**src/hdl/multi_queue_ring_fifo_macros.svh**
```systemverilog
// ---------------------------------------------------------------------------
// multi_queue_ring_fifo_macros.svh
// assertion helpers shared by the ring fifo bank
// ---------------------------------------------------------------------------
`ifndef MULTI_QUEUE_RING_FIFO_MACROS_SVH
`define MULTI_QUEUE_RING_FIFO_MACROS_SVH

// same-cycle implication, disabled while in reset
`define MQRF_ASSERT_NOW(label, clk, rst_n, ante, cons) \
  label: assert property (@(posedge clk) disable iff (!rst_n) (ante) |-> (cons)) \
    else $error("mqrf same-cycle check failed");

// next-cycle implication, disabled while in reset
`define MQRF_ASSERT_NEXT(label, clk, rst_n, ante, cons) \
  label: assert property (@(posedge clk) disable iff (!rst_n) (ante) |=> (cons)) \
    else $error("mqrf next-cycle check failed");

`endif

```
**src/hdl/mqrf_pkg.sv**
```systemverilog
// ---------------------------------------------------------------------------
// mqrf_pkg
// types and constants for the multi-queue ring fifo bank
// ---------------------------------------------------------------------------
package mqrf_pkg;

  // operation codes
  localparam logic [1:0] KIND_CLEAR = 2'd0;
  localparam logic [1:0] KIND_PUSH  = 2'd1;
  localparam logic [1:0] KIND_POP   = 2'd2;

  // result queue in the back part
  localparam int RQ_DEPTH = 4;
  localparam int RQ_AW    = 2;
  localparam int RQ_CW    = 3;

  // input item
  typedef struct packed {
    logic [1:0]  kind;
    logic [2:0]  queue_index;
    logic [31:0] write_data;
  } in_item_t;

  // result item
  typedef struct packed {
    logic [31:0] read_data;
    logic        was_empty;
    logic        was_full;
  } out_item_t;

  // classified operation handed from front to back
  typedef struct packed {
    logic valid;
    logic pop_ok;
    logic was_empty;
    logic was_full;
  } issue_t;

endpackage

```
**src/hdl/mqrf_back.sv**
```systemverilog
// ---------------------------------------------------------------------------
// mqrf_back
// joins popped words with flags and holds results in a short queue
// ---------------------------------------------------------------------------
module mqrf_back #(
  parameter int DATA_WIDTH = 32
) (
  input  logic                  clk,
  input  logic                  rst_n,
  input  mqrf_pkg::issue_t      issue,
  input  logic [DATA_WIDTH-1:0] ram_rdata,
  output logic                  busy,
  output logic                  empty,
  input  logic                  pop,
  output mqrf_pkg::out_item_t   out_data
);

  mqrf_pkg::out_item_t         rq_r [mqrf_pkg::RQ_DEPTH];
  logic [mqrf_pkg::RQ_AW-1:0]  wr_ptr_r;
  logic [mqrf_pkg::RQ_AW-1:0]  wr_ptr_nxt;
  logic [mqrf_pkg::RQ_AW-1:0]  rd_ptr_r;
  logic [mqrf_pkg::RQ_AW-1:0]  rd_ptr_nxt;
  logic [mqrf_pkg::RQ_CW-1:0]  cnt_r;
  logic [mqrf_pkg::RQ_CW-1:0]  cnt_nxt;
  logic [mqrf_pkg::RQ_CW-1:0]  pending;
  logic [DATA_WIDTH+31:0]      rd_ext;
  mqrf_pkg::out_item_t         entry;
  logic                        do_pop;

  // result item, word shown only for a pop that found data
  assign rd_ext = {32'b0, ram_rdata};
  always_comb begin
    entry.read_data = issue.pop_ok ? rd_ext[31:0] : 32'b0;
    entry.was_empty = issue.was_empty;
    entry.was_full  = issue.was_full;
  end

  // credit check counts the item in flight
  assign pending = cnt_r + mqrf_pkg::RQ_CW'(issue.valid);
  assign busy    = (pending >= mqrf_pkg::RQ_CW'(mqrf_pkg::RQ_DEPTH));

  assign empty  = (cnt_r == '0);
  assign do_pop = pop && !empty;

  // queue pointer and count update
  always_comb begin
    wr_ptr_nxt = issue.valid ? wr_ptr_r + mqrf_pkg::RQ_AW'(1) : wr_ptr_r;
    rd_ptr_nxt = do_pop ? rd_ptr_r + mqrf_pkg::RQ_AW'(1) : rd_ptr_r;
    cnt_nxt    = cnt_r + mqrf_pkg::RQ_CW'(issue.valid) - mqrf_pkg::RQ_CW'(do_pop);
  end

  always_ff @(posedge clk) begin
    if (!rst_n) begin
      wr_ptr_r <= '0;
      rd_ptr_r <= '0;
      cnt_r    <= '0;
    end else begin
      wr_ptr_r <= wr_ptr_nxt;
      rd_ptr_r <= rd_ptr_nxt;
      cnt_r    <= cnt_nxt;
    end
  end

  // result storage
  always_ff @(posedge clk) begin
    if (issue.valid) begin
      rq_r[wr_ptr_r] <= entry;
    end
  end

  assign out_data = rq_r[rd_ptr_r];

endmodule

```
**config.mk**
```make
export PLATFORM = sky130hd
export DESIGN_NAME = mqrf_back
export DESIGN_NICKNAME = d
export VERILOG_FILES = /design/src/hdl/multi_queue_ring_fifo_macros.svh /design/src/hdl/mqrf_pkg.sv /design/src/hdl/mqrf_back.sv
export SDC_FILE = /design/constraint.sdc
export NUM_CORES = 1
export LEC_CHECK = 0
export ABC_CLOCK_PERIOD_IN_PS = 2700
export BUFFER_PORTS_ARGS = -buffer_cell sky130_fd_sc_hd__buf_4
export CORE_MARGIN = 2
export CORE_UTILIZATION = 35
export DETAILED_ROUTE_END_ITERATION = 6
export SYNTH_ARGS = -nofsm -noshare
export SYNTH_HDL_FRONTEND = slang
export SYNTH_SLANG_ARGS = --single-unit
```
**constraint.sdc**
```tcl
create_clock -name clk -period 2.7 [get_ports clk]
set_input_delay 0.27 -clock clk [delete_from_list [all_inputs] [get_ports clk]]
set_output_delay 0.27 -clock clk [all_outputs]
set_load 0.01 [all_outputs]
```
# Word level (Yosys, flattened, before mapping)
# Memory sizes are Yosys's and may differ from the RTL's. A register that Yosys moved wholly into a read port is not among the register bits.
# Index checks and enable logic that the tools add are counted.
[op_classes]
addsub = 4
n_lt_le_gt_ge = 1
muxes = 5
n_reduce_logical = 3
[op_table]
columns = ["op", "n"]
rows = [
  ["32-bit 2-to-1 mux", 1],
  ["2-bit by 1-bit adder with 2-bit output (second input constant)", 2],
  ["2-bit 2-to-1 mux", 2],
  ["3-bit by 1-bit adder with 3-bit output", 1],
  ["3-bit greater-or-equal comparator (second input constant)", 1],
  ["3-bit zero test", 1],
  ["3-bit by 1-bit subtractor with 3-bit output", 1],
  ["1-bit 2-to-1 mux", 2],
  ["1-bit logical AND", 1],
  ["1-bit zero test", 1],
]
[word_totals]
register_bits = 7
ramBits = 136
in_bits = 39
out_inout_bits = 36
memories = 1
[mem_list]
columns = ["memory", "depth", "word_bits", "rd", "rd_clocked_by_memory_dff", "wr", "line_no", "source"]
rows = [
  ["rq_r", 4, 34, 1, 1, 1, "mqrf_back.sv:18", "mqrf_pkg::out_item_t rq_r [mqrf_pkg::RQ_DEPTH];"],
]

# Logic depth before layout (Yosys ltp)
[logic_depth]
ltp_word = 5
mapped_depth = 6
depth_no_buf = 6

# Least setup slack after synthesis
# OpenSTA, ideal clock, no wires.
[synth_timing]
path_type = "register -> register"
start = "register wr_ptr_r[0] in the netlist's numbering"
end = "memory rq_r[2][0] in the netlist's numbering, enable pin"
setup_time_ns = 0.394
t_arrival_ns = 1.375
required_ns = 2.306
slack_ns = 0.931
path_stages_with_launch = 4
n_path_buf = 0
synth_period_minus_slack_ns = 1.769
path_cell_list = "dfxtp_1 -> inv_1 -> ha_1 -> and2_1"
[synth_rtl]
columns = ["item", "line_no", "source"]
rows = [
  ["start: declaration", "mqrf_back.sv:19", "logic [mqrf_pkg::RQ_AW-1:0] wr_ptr_r;"],
  ["start signal: assignment", "mqrf_back.sv:58", "wr_ptr_r <= wr_ptr_nxt;"],
  ["end: declaration", "mqrf_back.sv:18", ""],
]
# No word-level cell before the write port.

==> reports/summary.md <==
## Outcome
* result of the run: finished clean

## Clocking
* deepest clock path buffer count: 2
* later-pin clock latency in the skew report: 420 ps
* clock tree from TritonCTS: yes
* number of buffers inserted during clock tree synthesis: 17
* hold buffer count at cts: 0
* level count of the clock H-tree: 4
* Post-CTS Setup Inserts: 0
* Clock Sink Count: 145
* clock-pin slew reported for the worst setup and hold paths after clock tree synthesis: 60 ps
* post-cts resize count: 0
* clock root cell: sky130_fd_sc_hd__clkbuf_16

## Worst hold path
* kind of path behind the tightest hold check: primary input to flop
* Cells on Worst Hold Path: 1

## Route
* DR DRC count: 0
* detail-routed via count per cell: 4.71
* Routed WL: 10500 µm
* vias after detailed routing: 2707
* routed wire length per instance: 18.3 µm
* DRT antenna net count: 0
* DR pass1 iterations: 4
* drt initial violations: 165

## Yosys
* average size of a mapped cell: 21.9 µm²
* top cell type's share of synthesized area: 72.4%
* number of synthesized register bits: 145
* gate count of the mapped netlist: 257
* ranking of synthesized cells by instance count: 136 x sky130_fd_sc_hd__edfxtp_1, 37 x sky130_fd_sc_hd__and2_1, 30 x sky130_fd_sc_hd__mux4_2
* sequential-to-total area share from yosys stat: 75.6%
* post-synth net total: 304
* YS warnings: 0
* top area cells in the synthesized netlist: sky130_fd_sc_hd__edfxtp_1 72%, sky130_fd_sc_hd__mux4_2 12%, sky130_fd_sc_hd__and2_1 4.1%, sky130_fd_sc_hd__dfxtp_1 3.2%, sky130_fd_sc_hd__mux4_1 1.9%
* asr flop ratio synth: 0%
* netlist area before placement: 0.00564 mm²
* leading cell type by number of instances after synthesis: sky130_fd_sc_hd__edfxtp_1
* number of enable flip-flop cells after synthesis: 136
* post-synthesis cell type count: 20
* dominant register cell in the synthesized netlist: sky130_fd_sc_hd__edfxtp_1
* top cell type by total area after synthesis: sky130_fd_sc_hd__edfxtp_1

## Timing
* Slew Limit Headroom: 64.8%
* final count of negative-setup-slack endpoints: 0
* count of endpoints failing hold in the final timing report: 0
* minimum clock period: 2130 ps
* Slew @ Worst Pin: 528 ps
* fraction of the cycle the final worst path needs: 79.0%
* final worst clock skew: 8.42 ps
* RSZ-0062 raised after global routing: false
* highest clock rate: 469 MHz
* post-route worst setup slack: 567 ps
* final slew viol count: 0
* Post-Route Setup TNS: 0 ps

## Floorplan
* floorplan die area: 0.0171 mm²
* standard cell core area: 0.0158 mm²
* height of the die: 131 µm
* number of cell rows: 46
* Die Width: 131 µm
* initial standard-cell utilization of the core: 35.6%
* I/O pin count: 75

## Worst setup path
* buffer and inverter count on the worst path: 2
* largest delay contributor family on the critical path: multiplexers
* maximum fanout along the worst path: 16
* instance count on the critical path: 3
* CP max stage cell: sky130_fd_sc_hd__mux4_1
* endpoint required time on the critical path: 2430 ps
* ordered cell list for the critical path: buf_4 -> mux4_1 -> buf_4
* endpoint kind of the worst setup timing path: output port
* Startpoint Class: flop
* most used cell, CP: sky130_fd_sc_hd__buf_4
* Largest stage delay, worst path: 650 ps
* category of the critical setup timing path: flop to output port
* path depth of the worst reg2reg path: 4
* CP Data Arrival Time: 1860 ps

## Global route
* maximum number of pins on one net before global-route repair: 35
* number of global-route vias before repair: 2932
* global-route wire length before repair: 15800 µm
* antenna violations before repair: 0
* remaining global-route overflow: 0
* Overall Global Routing Usage: 13.2%

## Run
* max capacitance violation total: 0

## Power
* power density relative to cell area: 907 mW/mm²
* Static Leak: 2.51 nW
* maximum vdd drop: 594 µV

## Cells and area
* number of fill cells in the layout: 1363
* area growth from synthesis to final layout: 26.1%
* fraction of final layout cells sized beyond drive strength 1: 41.2%
* NumNets Final: 393
* # diodes: 0
* Final Cell Area: 0.00711 mm²

## Placed design
* instance area at placement: 0.00647 mm²
* GP Congestion: 0.688
* HPWL after detailed placement: 6290 µm
* pre-CTS setup slack: 986 ps
* total of buffers placed on input and output ports: 74

[registers in the layout, summed over array words and instances, names as in the netlist, named ones only]
register and count:
rq_r 136, wr_ptr_r 2, rd_ptr_r 2, cnt_r 3
[area by class of cell]
type / count / area (µm²) / share of cell area [%]
multi-input cells: 97 / 1260 / 17.8
inverters: 4 / 15.0 / 0.211
clock buffers: 17 / 425 / 5.98
flip-flops and latches: 145 / 4270 / 60.0
repair buffers: 81 / 658 / 9.25
clock inverters: 15 / 214 / 3.01
well taps: 216 / 270 / 3.80
[path summary, 6_finish.rpt]
path | endpoint | start | slack (ps)
setup / recovery | out_data[27] | flop | 570
hold / removal | rq_r[0][1] | issue[1] | 50
setup reg to reg | rq_r[2][14] | wr_ptr_r[0] | 1090
hold reg to reg | flop | rd_ptr_r[1] | 470
[report_power, final]
part | leakage, nW | switching [mW] | internal (mW)
logic | 0.852 | 0.577 | 0.696
clock network | 0.307 | 0.886 | 1.63
registers | 1.35 | 0.0515 | 2.61
total | 2.51 | 1.51 | 4.94
[metal layers]
layer	up-vias	GRT usage, %	share of wire [%]	routed length [µm]
li1	1217	-	-	-
met1	1392	16.1	43	4570
met2	78	20.7	49	5200
met3	20	4.44	4.9	515
met4	0	7.20	2.3	238
met5	-	0	0	0
[worst register-to-register path, cell delays in order (launching register included)]
cell,delay [ps]
sky130_fd_sc_hd__dfxtp_1,340
sky130_fd_sc_hd__inv_1,90
sky130_fd_sc_hd__ha_1,140
sky130_fd_sc_hd__and2_2,480
sky130_fd_sc_hd__buf_12,250
[per-stage QoR]
step           hold WS (ps)  power (mW)  instances  utilization, %
2_1_floorplan           369        3.55        257               -
3_3_place_gp            454        4.01        543            40.9
3_5_place_dp            464        4.02        543            40.9
4_1_cts                29.9        6.55        575            44.9
5_1_grt                31.2        6.73        575            44.9
6_report               54.7        6.45        575            44.9
[kinds of logic (layout without fill, tap and decap cells)]
kind of cell,Yosys count,after routing,synth area share (%)
xor gates and xnor gates,3,3,0.710
DFF,145,145,75.6
muxes,38,38,14.6
AOI/OAI and AO/OA,2,2,0.311
adders and majority gates,8,8,1.77
buffers and inverters,15,117,2.06
and+or+nand+nor,46,46,4.99
[layout by cell type, fill, tap and decap left out, types with 3 or more instances in the layout]
cell type	instances
sky130_fd_sc_hd__edfxtp_1	136
sky130_fd_sc_hd__clkinv_2	4
sky130_fd_sc_hd__buf_12	4
sky130_fd_sc_hd__ha_1	8
sky130_fd_sc_hd__and2_2	4
sky130_fd_sc_hd__clkinvlp_4	3
sky130_fd_sc_hd__nor2b_1	4
sky130_fd_sc_hd__bufinv_16	5
sky130_fd_sc_hd__mux4_2	30
sky130_fd_sc_hd__mux2i_1	4
sky130_fd_sc_hd__dfxtp_1	7
sky130_fd_sc_hd__inv_1	4
sky130_fd_sc_hd__buf_4	77
sky130_fd_sc_hd__mux4_1	4
sky130_fd_sc_hd__and2_1	33
sky130_fd_sc_hd__clkbuf_16	17
Power figures use the tool's default switching activity.
