## src/hdl/multi_queue_ring_fifo_macros.svh

```systemverilog
// ---------------------------------------------------------------------------
// multi_queue_ring_fifo_macros.svh
// assertion helpers shared by the ring fifo bank
// ---------------------------------------------------------------------------
`ifndef MULTI_QUEUE_RING_FIFO_MACROS_SVH
`define MULTI_QUEUE_RING_FIFO_MACROS_SVH

// same-cycle implication, disabled while in reset
`define MQRF_ASSERT_NOW(label, clk, rst_n, ante, cons) \
  label: assert property (@(posedge clk) disable iff (!rst_n) (ante) |-> (cons)) \
    else $error("mqrf same-cycle check failed");

// next-cycle implication, disabled while in reset
`define MQRF_ASSERT_NEXT(label, clk, rst_n, ante, cons) \
  label: assert property (@(posedge clk) disable iff (!rst_n) (ante) |=> (cons)) \
    else $error("mqrf next-cycle check failed");

`endif

```

## src/hdl/mqrf_pkg.sv

```systemverilog
// ---------------------------------------------------------------------------
// mqrf_pkg
// types and constants for the multi-queue ring fifo bank
// ---------------------------------------------------------------------------
package mqrf_pkg;

  // operation codes
  localparam logic [1:0] KIND_CLEAR = 2'd0;
  localparam logic [1:0] KIND_PUSH  = 2'd1;
  localparam logic [1:0] KIND_POP   = 2'd2;

  // result queue in the back part
  localparam int RQ_DEPTH = 4;
  localparam int RQ_AW    = 2;
  localparam int RQ_CW    = 3;

  // input item
  typedef struct packed {
    logic [1:0]  kind;
    logic [2:0]  queue_index;
    logic [31:0] write_data;
  } in_item_t;

  // result item
  typedef struct packed {
    logic [31:0] read_data;
    logic        was_empty;
    logic        was_full;
  } out_item_t;

  // classified operation handed from front to back
  typedef struct packed {
    logic valid;
    logic pop_ok;
    logic was_empty;
    logic was_full;
  } issue_t;

endpackage

```

## src/hdl/mqrf_front.sv

```systemverilog
// ---------------------------------------------------------------------------
// mqrf_front
// accepts items, checks head and tail, updates pointers, drives slot ram
// ---------------------------------------------------------------------------
module mqrf_front #(
  parameter int NUM_QUEUES = 8,
  parameter int DEPTH      = 32,
  parameter int DATA_WIDTH = 32
) (
  input  logic                                     clk,
  input  logic                                     rst_n,
  input  logic                                     push,
  input  logic                                     busy,
  input  mqrf_pkg::in_item_t                       in_data,
  output mqrf_pkg::issue_t                         issue,
  output logic                                     ram_we,
  output logic [$clog2(NUM_QUEUES*DEPTH)-1:0]      ram_waddr,
  output logic [DATA_WIDTH-1:0]                    ram_wdata,
  output logic [$clog2(NUM_QUEUES*DEPTH)-1:0]      ram_raddr
);

  localparam int PW = $clog2(DEPTH);
  localparam int QW = (NUM_QUEUES > 1) ? $clog2(NUM_QUEUES) : 1;
  localparam int AW = $clog2(NUM_QUEUES * DEPTH);

  logic [PW-1:0] head_r [NUM_QUEUES];
  logic [PW-1:0] tail_r [NUM_QUEUES];
  mqrf_pkg::issue_t issue_r;
  mqrf_pkg::issue_t issue_nxt;

  logic            accept;
  logic [QW+2:0]   q_ext;
  logic [QW-1:0]   qsel;
  logic            q_ok;
  logic [PW-1:0]   h;
  logic [PW-1:0]   t;
  logic [PW-1:0]   h_adv;
  logic [PW-1:0]   t_adv;
  logic            is_clear;
  logic            is_push;
  logic            is_pop;
  logic            push_ok;
  logic            pop_ok;
  logic [AW-1:0]   base;
  logic [DATA_WIDTH+31:0] wd_ext;

  assign accept = push && !busy;

  // queue select, indexes past the bank are ignored
  assign q_ext = {{QW{1'b0}}, in_data.queue_index};
  assign qsel  = q_ext[QW-1:0];
  assign q_ok  = (int'(q_ext) < NUM_QUEUES);

  // pointer lookup and wrap-around advance
  assign h     = head_r[qsel];
  assign t     = tail_r[qsel];
  assign h_adv = (h == PW'(DEPTH - 1)) ? '0 : h + PW'(1);
  assign t_adv = (t == PW'(DEPTH - 1)) ? '0 : t + PW'(1);

  // operation decode
  always_comb begin
    is_clear = 1'b0;
    is_push  = 1'b0;
    is_pop   = 1'b0;
    unique case (in_data.kind)
      mqrf_pkg::KIND_CLEAR: is_clear = accept && q_ok;
      mqrf_pkg::KIND_PUSH:  is_push  = accept && q_ok;
      mqrf_pkg::KIND_POP:   is_pop   = accept && q_ok;
      default: ;
    endcase
  end

  assign push_ok = is_push && (t_adv != h);
  assign pop_ok  = is_pop && (h != t);

  // classified item for the back part
  always_comb begin
    issue_nxt.valid     = accept;
    issue_nxt.pop_ok    = pop_ok;
    issue_nxt.was_empty = is_pop && (h == t);
    issue_nxt.was_full  = is_push && (t_adv == h);
  end

  // slot ram addressing, word masked to the stored width
  assign base      = AW'(qsel) * AW'(DEPTH);
  assign wd_ext    = {{DATA_WIDTH{1'b0}}, in_data.write_data};
  assign ram_we    = push_ok;
  assign ram_waddr = base + AW'(t);
  assign ram_raddr = base + AW'(h);
  assign ram_wdata = wd_ext[DATA_WIDTH-1:0];

  // pointer tables and issue register
  always_ff @(posedge clk) begin
    if (!rst_n) begin
      for (int i = 0; i < NUM_QUEUES; i++) begin
        head_r[i] <= '0;
        tail_r[i] <= '0;
      end
      issue_r <= '0;
    end else begin
      if (is_clear) begin
        head_r[qsel] <= '0;
        tail_r[qsel] <= '0;
      end
      if (push_ok) begin
        tail_r[qsel] <= t_adv;
      end
      if (pop_ok) begin
        head_r[qsel] <= h_adv;
      end
      issue_r <= issue_nxt;
    end
  end

  assign issue = issue_r;

endmodule

```

## config.mk

```make
export PLATFORM = sky130hd
export DESIGN_NAME = mqrf_front
export DESIGN_NICKNAME = d
export VERILOG_FILES = /design/src/hdl/multi_queue_ring_fifo_macros.svh /design/src/hdl/mqrf_pkg.sv /design/src/hdl/mqrf_front.sv
export SDC_FILE = /design/constraint.sdc
export NUM_CORES = 1
export LEC_CHECK = 0
export BUFFER_PORTS_ARGS = -buffer_cell sky130_fd_sc_hd__buf_2
export CORE_UTILIZATION = 60
export CTS_CLUSTER_SIZE = 12
export DETAILED_ROUTE_END_ITERATION = 6
export PLACE_DENSITY = 0.95
export SLEW_MARGIN = 20
export SYNTH_ARGS = -nofsm -noshare
export SYNTH_HDL_FRONTEND = slang
export SYNTH_SLANG_ARGS = --single-unit
export TNS_END_PERCENT = 10
```

## constraint.sdc

```tcl
create_clock -name clk -period 6.8 [get_ports clk]
set_input_delay 1.02 -clock clk [delete_from_list [all_inputs] [get_ports clk]]
set_output_delay 1.02 -clock clk [all_outputs]
set_load 0.01 [all_outputs]
```

After elaboration in Yosys (flattened, before gate mapping). Memories as Yosys holds them, arrays and structs flattened. Index checks and enable logic that the tools add are counted.

Add/sub/neg operators: 4. $lt $le $gt $ge: 1. Equal/unequal tests: 8. Muxes and demuxes: 23. Bitwise logic cells: 2. Reductions and logical operators: 10.

Operators by type and width (number): $mux W5 (6); $add A8 B5 Y8 (2); $mux W1 (15); $add A5 B1 Y5 const B (2); $eq A5 B5 Y1 (2); $eq A5 B5 Y1 const B (2); $ne A5 B5 Y1 (2); $reduce_or A5 Y1 (2); $logic_and A1 B1 Y1 (6); $mux W3 (2); $lt A3 B4 Y1 const B (1); $eq A2 B1 Y1 const B (1); $eq A2 B2 Y1 const B (1); $logic_not A2 Y1 (1); $or A1 B1 Y1 (2); $logic_not A1 Y1 (1).

Register bits after elaboration: 4. Bits in writable memories: 80. Input port bits: 41. Logic and storage cells: 54. Memories: 2.

Memory list: head_r (depth 8, width 5, read ports 1, clocked after memory_dff 0, write ports 8, line mqrf_front.sv:26) `logic [PW-1:0] head_r [NUM_QUEUES];`; tail_r (depth 8, width 5, read ports 1, clocked after memory_dff 0, write ports 8, line mqrf_front.sv:27) `logic [PW-1:0] tail_r [NUM_QUEUES];`.

Longest topological paths before layout.
Word-level depth: 11. Mapped depth: 17.

Least setup slack after synthesis. No wires, ideal clock.

Path kind: input -> output. From: input in_data[34] in the netlist's numbering. To: output ram_we. Data arrival time: 4.116 ns. Path slack: 1.664 ns. Stages on the path: 16. Path buffers: 4. Path through: buf_4 buf_2 mux4_2 mux2i_1 inv_1 ha_1 o21ai_0 nor2b_1 ha_1 or3_1 buf_2 xor2_1 nand3_1 a211oi_4 buf_6 nor3_1.

Longest elaborated chain between the ends: 5. Elaborated cells between the ends (all ways): 10. Those cells by class: 1 x add/sub; 1 x order compare; 2 x eq/ne; 2 x mux; 2 x reduce/logical; 2 x memory.

Ends and longest elaborated chain: start, declared (line mqrf_front.sv:14) `input mqrf_pkg::in_item_t in_data,`; $mem_v2 Z8 W5; $add A5 B1 Y5 / $eq A5 B5 Y1 (equally long branches) (line mqrf_front.sv:58) `assign t_adv = (t == PW'(DEPTH - 1)) ? '0 : t + PW'(1);`; $mux W5 (line mqrf_front.sv:58); $ne A5 B5 Y1 (line mqrf_front.sv:73) `assign push_ok = is_push && (t_adv != h);`; $logic_and A1 B1 Y1 (*) (line mqrf_front.sv:73); end, declared (line mqrf_front.sv:16) `output logic ram_we,`.

Every way passes the cells marked *; elsewhere a longest branch is shown, timed or not.

Worst setup path in the final report. Same ends and word-level chain as after synthesis.

==> reports/results.txt <==
Clk pwr share: 32.8%
status: completed
post-CTS sizing: 0
I/O Buffers: 29
TritonRoute pass-1 iters: 5
Placer Congestion: 0.970
share of layout cells above drive strength 1: 16.4%
vias in the first global route: 3153
Hold Path Class: input pin to register
total core area: 0.00769 mm2
area delta synth->final: 0.845%
initial core utilization: 61.7%
Hold Buf Count CTS: 0
Root Buffer: clkbuf_8
Pwr Density: 247 mW/mm2
min cycle time layout: 5.84 ns
total CTS buffers: 9
Setup CP Type: input pin to output pin
Sw Pwr: 0.000325 W
DP HPWL: 7.62 mm
initial antenna violation count: 0
Worst slew margin: 29.0%
Worst EP arrival: 4.82 ns
fin crit share: 85.9%
clk slew on worst S/H paths: 0.08 ns
grt met2 use: 40.6%
RSZ-0062 raised after global routing: false
Fin. Hold Viols: 0
Pleak: 1.74 nW
syn_nets: 465
largest net degree at the start of global routing: 40
routing usage on met3: 6.90%
Synth async-reset ratio: 0%
clk buf depth: 2
total grt overflow: 0
Sw Ratio: 27.6%
Final ANT Viol Nets: 0
grt met1 use: 38.2%
htree depth: 3
synthesized area per cell: 11.3 um2
Total GRT Usage: 27.8%
most used routing layer in global routing: met2
DIE HEIGHT: 90.9 um
fin. max-slew vios: 0
main flop type after synthesis: edfxtp_1
Hold Slack: 1.03 ns
Post-Synthesis Cells: 420
CTS sink count: 84
fmax: 0.171 GHz
DR vias: 3380
synthesis-stage register bit count: 84
max_cap viols: 0
post-synthesis sequential area ratio: 52.4%
peak supply drop: 0.0908 mV
worst-margin pin slew: 1.07 ns
Critical Path Fanout Max: 39
Reg power frac: 50.7%
Critical Path Source Type: input pin
drt via density: 6.71
WL/cell: 22.2 um
Post-Route WL: 11.2 mm
Clock Skews: 0.00811 ns
postcts setup bufs: 0
# diodes: 0
Pint: 0.000854 W
io pins: 94
site row count: 32
CTS tree: built
required time of the critical path: 5.78 ns
Comb power frac: 16.6%
number of distinct library cells after synthesis: 51
synth warn: 0
Worst setup EP type: output pin
Die Span X: 90.9 um
Total Neg Setup Slack: 0 ns
DRC: 0
# nets final: 442
fillcell total: 583
Post-Syn Area: 0.00474 mm2
r2r setup slk: 2.81 ns
first-pass GRT wire length: 16.9 mm
die area: 0.00826 mm2
Setup violations, final: 0
drt initial violations: 599
number of synthesized flops with an enable pin: 80
clk_lat worst skew: 0.37 ns
-- metrics by stage --
stage	std cells	power, W	setup WS (ns)	cell area (um2)	util, %
3_5_place_dp	488	0.000797	1.16	4570	59.5
5_1_grt	504	0.00121	0.817	4780	62.2
4_1_cts	504	0.00117	1.12	4780	62.2
2_1_floorplan	420	0.000767	1.66	4740	-
6_report	504	0.00118	0.958	4780	62.2
3_3_place_gp	488	0.000790	1.36	4570	59.5
-- layout make-up --
class | instances | area (um2) | area share, %
Multi-Input combinational cell | 255 | 1740 | 36.5
Timing Repair Buffer | 31 | 160 | 3.35
Clock buffer | 11 | 131 | 2.75
Tap cell | 102 | 128 | 2.67
Sequential cell | 84 | 2480 | 51.9
Clock inverter | 5 | 76.3 | 1.60
Inverter | 16 | 60.1 | 1.26
-- logic make-up (layout without fill, tap and decap cells) --
| group | Yosys count | count (layout) | share of synthesized area (%) |
|---|---|---|---|
| simple gates | 173 | 173 | 18.7 |
| compound gates | 37 | 37 | 5.94 |
| mux | 31 | 31 | 9.26 |
| buf+inv | 81 | 63 | 10.9 |
| flops | 84 | 84 | 52.4 |
| fa+ha+maj | 4 | 4 | 1.06 |
| xor+xnor | 10 | 10 | 1.85 |
-- critical path, stage by stage --
cell and delay [ns]:
buf_2 0.61, nand2b_1 0.38, o22ai_1 0.17, nor2_1 0.29, inv_1 0.13, ha_1 0.23, o21ai_0 0.13, nor2b_1 0.10
ha_1 0.22, or3_1 0.53, xor2_1 0.19, nand3_1 0.23, a211oi_4 0.32, nor3_1 0.10, buf_2 0.14
-- power groups by stage --
stage          sequential [W]  clock (W)  combinational (W)
5_1_grt              0.000599   0.000404           0.000206
4_1_cts              0.000597   0.000385           0.000190
3_5_place_dp         0.000609          0           0.000188
2_1_floorplan        0.000605          0           0.000162
3_3_place_gp         0.000608          0           0.000182
6_report             0.000597   0.000386           0.000195
-- synthesized netlist by cell type, types with 7 or more instances --
master | n | share of area, %
o22ai_1 | 7 | 0.92
nand2b_1 | 7 | 0.92
nor3_1 | 25 | 2.6
edfxtp_1 | 80 | 51
nor2_1 | 52 | 4.1
mux2i_1 | 20 | 4.2
nor4_1 | 18 | 2.4
nand2_1 | 27 | 2.1
clkbuf_1 | 11 | 0.87
buf_4 | 42 | 6.7
xnor2_1 | 8 | 1.5
nand3_1 | 9 | 0.95
a21oi_1 | 10 | 1.1
inv_1 | 16 | 1.3
-- path summary, 6_finish.rpt --
kind | to | from | cells past startpoint
setup / recovery | ram_we | in_data[34] | 15
hold reg to reg | tail_r[1][0] | tail_r[6][0] | 4
hold / removal | issue[1] | in_data[36] | 3
setup reg to reg | tail_r[6][0] | tail_r[2][1] | 13
-- state kept, by name (all words and copies together), names as in the netlist --
name and flops:
head_r 40, tail_r 40, issue 4
-- layout by cell type (no fill, tap or decap), drive strengths merged, types with 8 or more instances in the layout --
master,instances
nand2b,8
mux4,9
xnor2,8
edfxtp,80
a21oi,11
mux2i,21
nor2,52
nor4,18
clkbuf,11
nand3,11
nor3,25
inv,16
buf,31
nand2,27
-- per-layer routing --
layer / wire [um] / share of wire, %
met5: 0 / 0
met2: 5110 / 46
met1: 4200 / 38
met4: 368 / 3.3
met3: 1510 / 14
Note: power is estimated with default switching activity, not from simulation.
